### config.mk
export PLATFORM = sky130hd
export DESIGN_NAME = aise_ram
export DESIGN_NICKNAME = d
export VERILOG_FILES = /design/src/sv/aise_ram.sv
export SDC_FILE = /design/constraint.sdc
export NUM_CORES = 1
export LEC_CHECK = 0
export CAP_MARGIN = 30
export CORE_MARGIN = 3
export CORE_UTILIZATION = 60
export CTS_BUF_LIST = sky130_fd_sc_hd__clkbuf_2
export CTS_CLUSTER_SIZE = 16
export DETAILED_ROUTE_END_ITERATION = 16
export DONT_BUFFER_PORTS = 1
export HOLD_SLACK_MARGIN = 0.08
export PLACE_DENSITY = 0.77
export SYNTH_ARGS = -nofsm -noshare
export SYNTH_HDL_FRONTEND = slang
export SYNTH_SLANG_ARGS = --single-unit
### constraint.sdc
create_clock -name clock -period 4.2 [get_ports clock]
set_clock_uncertainty 0.2 [all_clocks]
set_input_delay 0.21 -clock clock [delete_from_list [all_inputs] [get_ports clock]]
set_output_delay 0.21 -clock clock [all_outputs]
set_load 0.005 [all_outputs]
### src/sv/aise_ram.sv
// Generic simple dual-port RAM: one write port, one read port, registered read.
// No dependencies.
module aise_ram #(
   parameter int WIDTH = 32,
   parameter int DEPTH = 16
) (
   input  logic                     clock,
   input  logic                     wr_en,
   input  logic [$clog2(DEPTH)-1:0] wr_addr,
   input  logic [WIDTH-1:0]         wr_data,
   input  logic [$clog2(DEPTH)-1:0] rd_addr,
   output logic [WIDTH-1:0]         rd_data
);

   logic [WIDTH-1:0] mem_ff [DEPTH];
   logic [WIDTH-1:0] rd_data_ff;

   always_ff @(posedge clock) begin
      if (wr_en) begin
         mem_ff[wr_addr] <= wr_data;
      end
      rd_data_ff <= mem_ff[rd_addr];
   end

   assign rd_data = rd_data_ff;

endmodule

==> results by group, run 1 <==
Placement
  – Cell area after placement: between 20000 and 25000 sq um
  – Place WS: about 1.9 ns
  – PortBufs: 0
  – GP Congestion: about 0.73
  – Dpl hpwl: about 21000 microns

Final layout
  – Commonest non-fill, non-tap cells in the layout: edfxtp_1, clkbuf_2, dlygate4sd3_1
  – Fin area: approximately 23000 sq um
  – Nets: 1126
  – Layout area overhead: 18.0%
  – Share of cells above drive strength 1: a little under a third
  – Most common cell after layout, fill and taps aside: edfxtp_1

Timing
  – Normalized max-slew margin: a little under a third
  – Final TNS setup: 0 ns
  – Worst-Margin Slew: a little over 1 ns
  – Crit share post-route: roughly 90%
  – Final WS setup: ~0.42 ns
  – Peak Freq: ~260 MHz
  – Unrepaired setup endpoints after global routing: no
  – Final min period: about 3.8 ns
  – Final setup fails: 0
  – WHS: about 0.17 ns
  – Max Slew Vio Count: 0
  – Final Hold Vio Count: 0

Critical path
  – CP Buf/Inv Count: 4
  – Critical path class: in -> reg
  – CP Data Required Time: between 4 and 5 ns
  – Worst path top cell family by delay: buffers and inverters
  – Slowest CP cell: dlygate4sd3_1
  – CP max FO: 22
  – Most used cell, CP: dlygate4sd3_1
  – CP Capture Type: register
  – Worst path max stage delay: ~1.3 ns
  – Crit-path cells: dlygate4sd3_1 -> nor2b_4 -> dlygate4sd3_1 -> a22oi_1 -> dlygate4sd3_1 -> nand2_1 -> dlygate4sd3_1
  – CP Launch Type: input port
  – Worst path arrival time: between 4 and 5 ns

Logic synthesis
  – Most common flop cell mapped by yosys: edfxtp_1
  – Syn Area/Cell: 23.7 sq um
  – Post-synth EDFFs: approximately 510
  – Syn Nets: 880
  – Post-synthesis sequential area ratio: about 81%
  – Flip-flop and latch count after synthesis: 544
  – Syn. warnings: 0
  – Post-Syn Instances: roughly 840
  – Synth cell types: 18
  – Area of the mapped netlist: 19900 sq um
  – Synth async-reset ratio: 0%

Die
  – Starting Density: 62.0%
  – Row cnt: 65
  – Die height: between 150 and 200 microns
  – Core area: roughly 32000 sq um
  – Die Area: about 35000 sq um
  – Die X: approximately 190 microns
  – I/O pin count: between 70 and 80

Routing
  – First-pass DRT Iterations: 5
  – Mean number of vias per cell: roughly 6
  – DR vias: a little under 10000
  – DRC errors left: 0
  – WL per Instance: 26.7 microns
  – Routed wire length: about 44000 microns
  – Iter 0 DRT Violations: between 1000 and 1500
  – Post-route ant nets: 0

CTS
  – Clock Latency Late Sink: 0.94 ns
  – CTS sink count: 544
  – Root Buffer: clkbuf_2
  – CTS tree: built
  – Postcts setup bufs: 0
  – Total CTS buffers: 120
  – Deepest clock path buffer count: 3
  – Clock slew at reported path FFs: ~0.12 ns
  – # H-tree levels: 3

Power and ir drop
  – Total power: between 10 and 15 mW
  – Maximum vdd drop: ~0.24 mV
  – Power Density: ~440 nW/um^2
  – P_leak: 7.72 nW

Global route
  – Tot GR Track Use: roughly a quarter
  – Initial antenna violation count: 2
  – Largest net degree at the start of global routing: ~130
  – Grt ovf: 0
  – Vias in the first global route: 10676
  – First-pass GRT wire length: between 60000 and 70000 microns

Worst hold path
  – Hold Path Class: in -> reg

Run status
  – Status: finished clean

Run
  – Maximum capacitance violations: 0
-- stage by stage --
stage / utilization [%] / cells
floorplan: - / 838
global placement: 63.5 / 1236
detailed placement: 64.3 / 1245
CTS: 72.9 / 1622
global route: 73.1 / 1627
finish: 73.1 / 1627
-- kinds of logic (layout without fill, tap and decap cells) --
family	after synthesis	count (layout)	synth area share, %
compound gates	64	64	2.42
buf+inv	43	395	1.12
flops	544	544	80.7
mux	128	128	14.5
other cells	0	2	0
simple gates	59	59	1.27
-- what timing repair did --
action,in CTS,in global routing
endpoints found under the hold margin,1056,0
resized for setup,0,0
hold buffers,149,0
-- worst paths after layout --
check	slack (ns)	depth (start not counted)	end	from
setup / recovery	0.42	7	rd_data[11]	rd_addr[2]
hold / removal	0.17	3	mem_ff[3][13]	wr_addr[2]
setup reg to reg	1.02	6	rd_data[26]	mem_ff[11][26]
hold reg to reg	0.52	3	rd_data[13]	mem_ff[10][13]
-- Yosys cell counts (4+ instances only) --
cell / n / area share [%]
mux4_2: 128 / 15
buf_2: 4 / 0.10
nor3_1: 4 / 0.10
nand2_1: 33 / 0.62
buf_4: 11 / 0.42
edfxtp_1: 512 / 77
nor2_1: 13 / 0.25
dfxtp_1: 32 / 3.2
a22oi_1: 64 / 2.4
clkbuf_1: 17 / 0.32
buf_1: 9 / 0.17
-- sequential cells by signal, summed over array words and instances (netlist names) --
name	flops
mem_ff	512
rd_data	32
-- power by group --
group	switching, mW	internal, mW
Sequential	0.0517	6.06
Combinational	0.306	0.303
Clock	2.03	1.49
-- layout make-up --
cell class                      count  area, sq um
Clock buffer                      185          926
Antenna cell                        2         5.00
Clock inverter                     43          308
Multi-Input combinational cell    251         3750
Sequential cell                   544        16000
Fill cell                        1799         8620
Tap cell                          435          544
Timing Repair Buffer              167         1870
-- worst reg2reg max path: stages (launching register included) --
cell and delay [ns]:
edfxtp_1 0.42, mux4_2 0.46, dlygate4sd3_1 0.59, a22oi_1 0.21
dlygate4sd3_1 0.58, nand2_1 0.05, dlygate4sd3_1 0.55
-- layer usage --
| metal | part of all wire (%) | up-vias | global-route usage [%] |
|---|---|---|---|
| met5 | 0 | - | 0 |
| li1 | - | 4155 | - |
| met3 | 7.8 | 101 | 5.01 |
| met4 | 2.6 | 0 | 9.21 |
| met2 | 54 | 597 | 42.5 |
| met1 | 36 | 5092 | 32.2 |
(Power assumes the default switching activity.)
==> run 2: changes to the inputs <==
==> constraint.sdc (replaced) <==
create_clock -name clock -period 4.2 [get_ports clock]
set_clock_uncertainty 0.2 [all_clocks]
set_input_delay 0.84 -clock clock [delete_from_list [all_inputs] [get_ports clock]]
set_output_delay 0.84 -clock clock [all_outputs]
set_load 0.005 [all_outputs]
==> results by group, run 2 (synthesis gave the netlist of run 1 again) <==
Run status
  – Status: finished clean

Global route
  – Met2 Use GR: 37.4% (-5.1 points)
  – Vias in the first global route: 10441 (-2.2%)
  – First-pass GRT wire length: 62500 microns (-3.9%)
  – Met1 Usage GRT: 33.4% (+1.1 points)
  – Initial antenna violation count: 1 (-1)
  – Tot GR Track Use: 23.9% (-0.94 points)
  – Largest net degree at the start of global routing: 128 (-0.78%)
  – GRT busiest layer: met2
  – GR Layer Usage met3: 6.02% (+1.0 points)
  – Grt ovf: 0 (unchanged)

Timing
  – Final TNS setup: 0 ns (unchanged)
  – Normalized max-slew margin: 34.5% (+3.5 points)
  – Crit share post-route: 74.8% (-15 points)
  – Final setup fails: 0 (unchanged)
  – Max Slew Vio Count: 0 (unchanged)
  – Worst-Margin Slew: 0.980 ns (-0.0520 ns)
  – Peak Freq: 319 MHz (+20%)
  – Final Hold Vio Count: 0 (unchanged)
  – Unrepaired setup endpoints after global routing: no
  – Final min period: 3.14 ns (-0.638 ns)

Power and ir drop
  – Sw Share: 23.2% (-0.16 points)
  – Total power: 10.1 mW (-1.2%)
  – Gate power share: 5.1% (-0.8 points)
  – P_int: 7.78 mW (-0.98%)
  – Maximum vdd drop: 0.327 mV (+36%)
  – Switching pwr: 2.34 mW (-1.8%)
  – Clock Power Share: 34.6% (+0.2 points)
  – Power Density: 448 nW/um^2 (+2.5%)
  – Seq pwr share: 60.3% (+0.6 points)
  – P_leak: 7.42 nW (-3.9%)

Critical path
  – CP Data Required Time: 4.92 ns (+0.06 ns)
  – FF-to-FF Start: mem_ff[15][13]
  – CP Launch Type: register
  – Cells on worst reg2reg path: 6 (unchanged)
  – Setup crit start: mem_ff[15][13]
  – Worst path arrival time: 3.86 ns (-0.58 ns)
  – Slowest CP cell: dlygate4sd3_1
  – Crit-path cells: mux4_2 -> dlygate4sd3_1 -> a22oi_1 -> dlygate4sd3_1 -> nand2_1 -> dlygate4sd3_1
  – Most used cell, CP: dlygate4sd3_1
  – Reg2reg setup slack: 1.06 ns (+0.04 ns)
  – Worst path max stage delay: 0.60 ns (-0.74 ns)
  – R2R Path End: rd_data[13]
  – Critical path class: reg -> reg
  – CP Capture Type: register
  – CP max FO: 1 (-95%)

CTS
  – Clock slew at reported path FFs: 0.13 ns (about the same)
  – # H-tree levels: 4 (+1)
  – Deepest clock path buffer count: 3 (unchanged)
  – CTS sink count: 544 (unchanged)
  – Clock Latency Late Sink: 1.03 ns (+0.09 ns)
  – Total CTS buffers: 130 (+8.3%)
  – CTS tree: built
  – Root Buffer: clkbuf_2
  – Postcts setup bufs: 0 (unchanged)

Routing
  – DRC errors left: 0 (unchanged)
  – Mean number of vias per cell: 6.17 (+0.87%)
  – Routed wire length: 40600 microns (-6.8%)
  – Post-route ant nets: 0 (unchanged)
  – DR vias: 9575 (-3.7%)
  – First-pass DRT Iterations: 5 (unchanged)
  – WL per Instance: 26.1 microns (-2.3%)
  – Iter 0 DRT Violations: 1075 (-0.74%)

Die
  – Core area: 32000 sq um (unchanged)
  – I/O pin count: 74 (unchanged)
  – Die X: 188 microns (unchanged)
  – Starting Density: 62.0% (unchanged)
  – Row cnt: 65 (unchanged)
  – Die Area: 35300 sq um (unchanged)
  – Die height: 188 microns (unchanged)

Worst hold path
  – Hold Path Class: in -> reg
  – Hold Path Stages: 2 (-1)
  – Hold path start: wr_addr[1]
  – End of the worst hold path: mem_ff[0][28]

Final layout
  – Nets: 1054 (-6.4%)
  – Share of cells above drive strength 1: 34.9% (+3.9 points)
  – Post-layout util: 70.4% (-2.7 points)
  – Biggest register: mem_ff
  – Commonest non-fill, non-tap cells in the layout: edfxtp_1, clkbuf_2, mux4_2
  – Layout area overhead: 13.7%
  – Fillers: 1937 (+7.7%)
  – Largest register FFs: 512 (unchanged)
  – Most common cell after layout, fill and taps aside: edfxtp_1

Placement
  – Dpl hpwl: 20900 microns (-0.43%)
  – GP Congestion: 0.735 (+0.25%)
  – PortBufs: 0 (unchanged)

Run
  – Maximum capacitance violations: 0 (unchanged)
run 2: power groups by stage:
stage / Clock, mW / Sequential (mW) / Combinational (mW)
final: 3.50 / 6.11 / 0.515
after detailed placement: 0 / 6.23 / 0.319
after global placement: 0 / 6.22 / 0.306
after CTS: 3.57 / 6.11 / 0.509
after floorplan: 0 / 6.21 / 0.292
after global routing: 3.87 / 6.12 / 0.556
run 2: worst max-delay path by stage:
stage	endpoint	slack, ns	cells past startpoint
global placement	mem_ff[2][4]	1.34	2
global route	rd_data[13]	0.99	6
CTS	rd_data[15]	1.17	6
floorplan	mem_ff[8][0]	0.28	2
detailed placement	mem_ff[13][8]	1.35	3
finish	rd_data[13]	1.06	6
run 2: worst max-delay path, delay by kind of cell, from the launching register on:
family,cells,cell delay [ns]
flip-flops,1,0.38
multiplexers,1,0.48
buffers and inverters,3,1.74
AO/OA/AOI/OAI,1,0.17
AND/OR/NAND/NOR,1,0.07
run 2: cell type report:
| class | instances | area (sq um) | share of cell area (%) |
|---|---|---|---|
| antenna | 1 | 2.50 | 0.0111 |
| clock buffer | 204 | 1020 | 4.52 |
| clock inverter | 33 | 235 | 1.04 |
| multi-input combinational | 251 | 3750 | 16.6 |
| sequential | 544 | 16000 | 71.0 |
| tap | 435 | 544 | 2.41 |
| timing repair buffer | 85 | 998 | 4.42 |
run 2: per-stage QoR:
| stage | setup WS [ns] | cells | cell area [sq um] | hold slack (ns) |
|---|---|---|---|---|
| floorplan | 0.281 | 838 | 19900 | 0.435 |
| global placement | 1.34 | 1242 | 20400 | 0.457 |
| detailed placement | 1.35 | 1248 | 20600 | 0.464 |
| CTS | 1.17 | 1549 | 22500 | 0.0813 |
| global route | 0.986 | 1553 | 22600 | 0.0806 |
| finish | 1.06 | 1553 | 22600 | 0.176 |
run 2: what timing repair did:
action,CTS,global route
hold buffers,64,1
resized for setup,0,0
hold endpoints to repair,570,1
run 2: metal layers:
layer / wire [microns] / part of all wire (%)
met1: 16100 / 40
met2: 19900 / 49
met3: 3580 / 8.8
met4: 1040 / 2.6
met5: 0 / 0
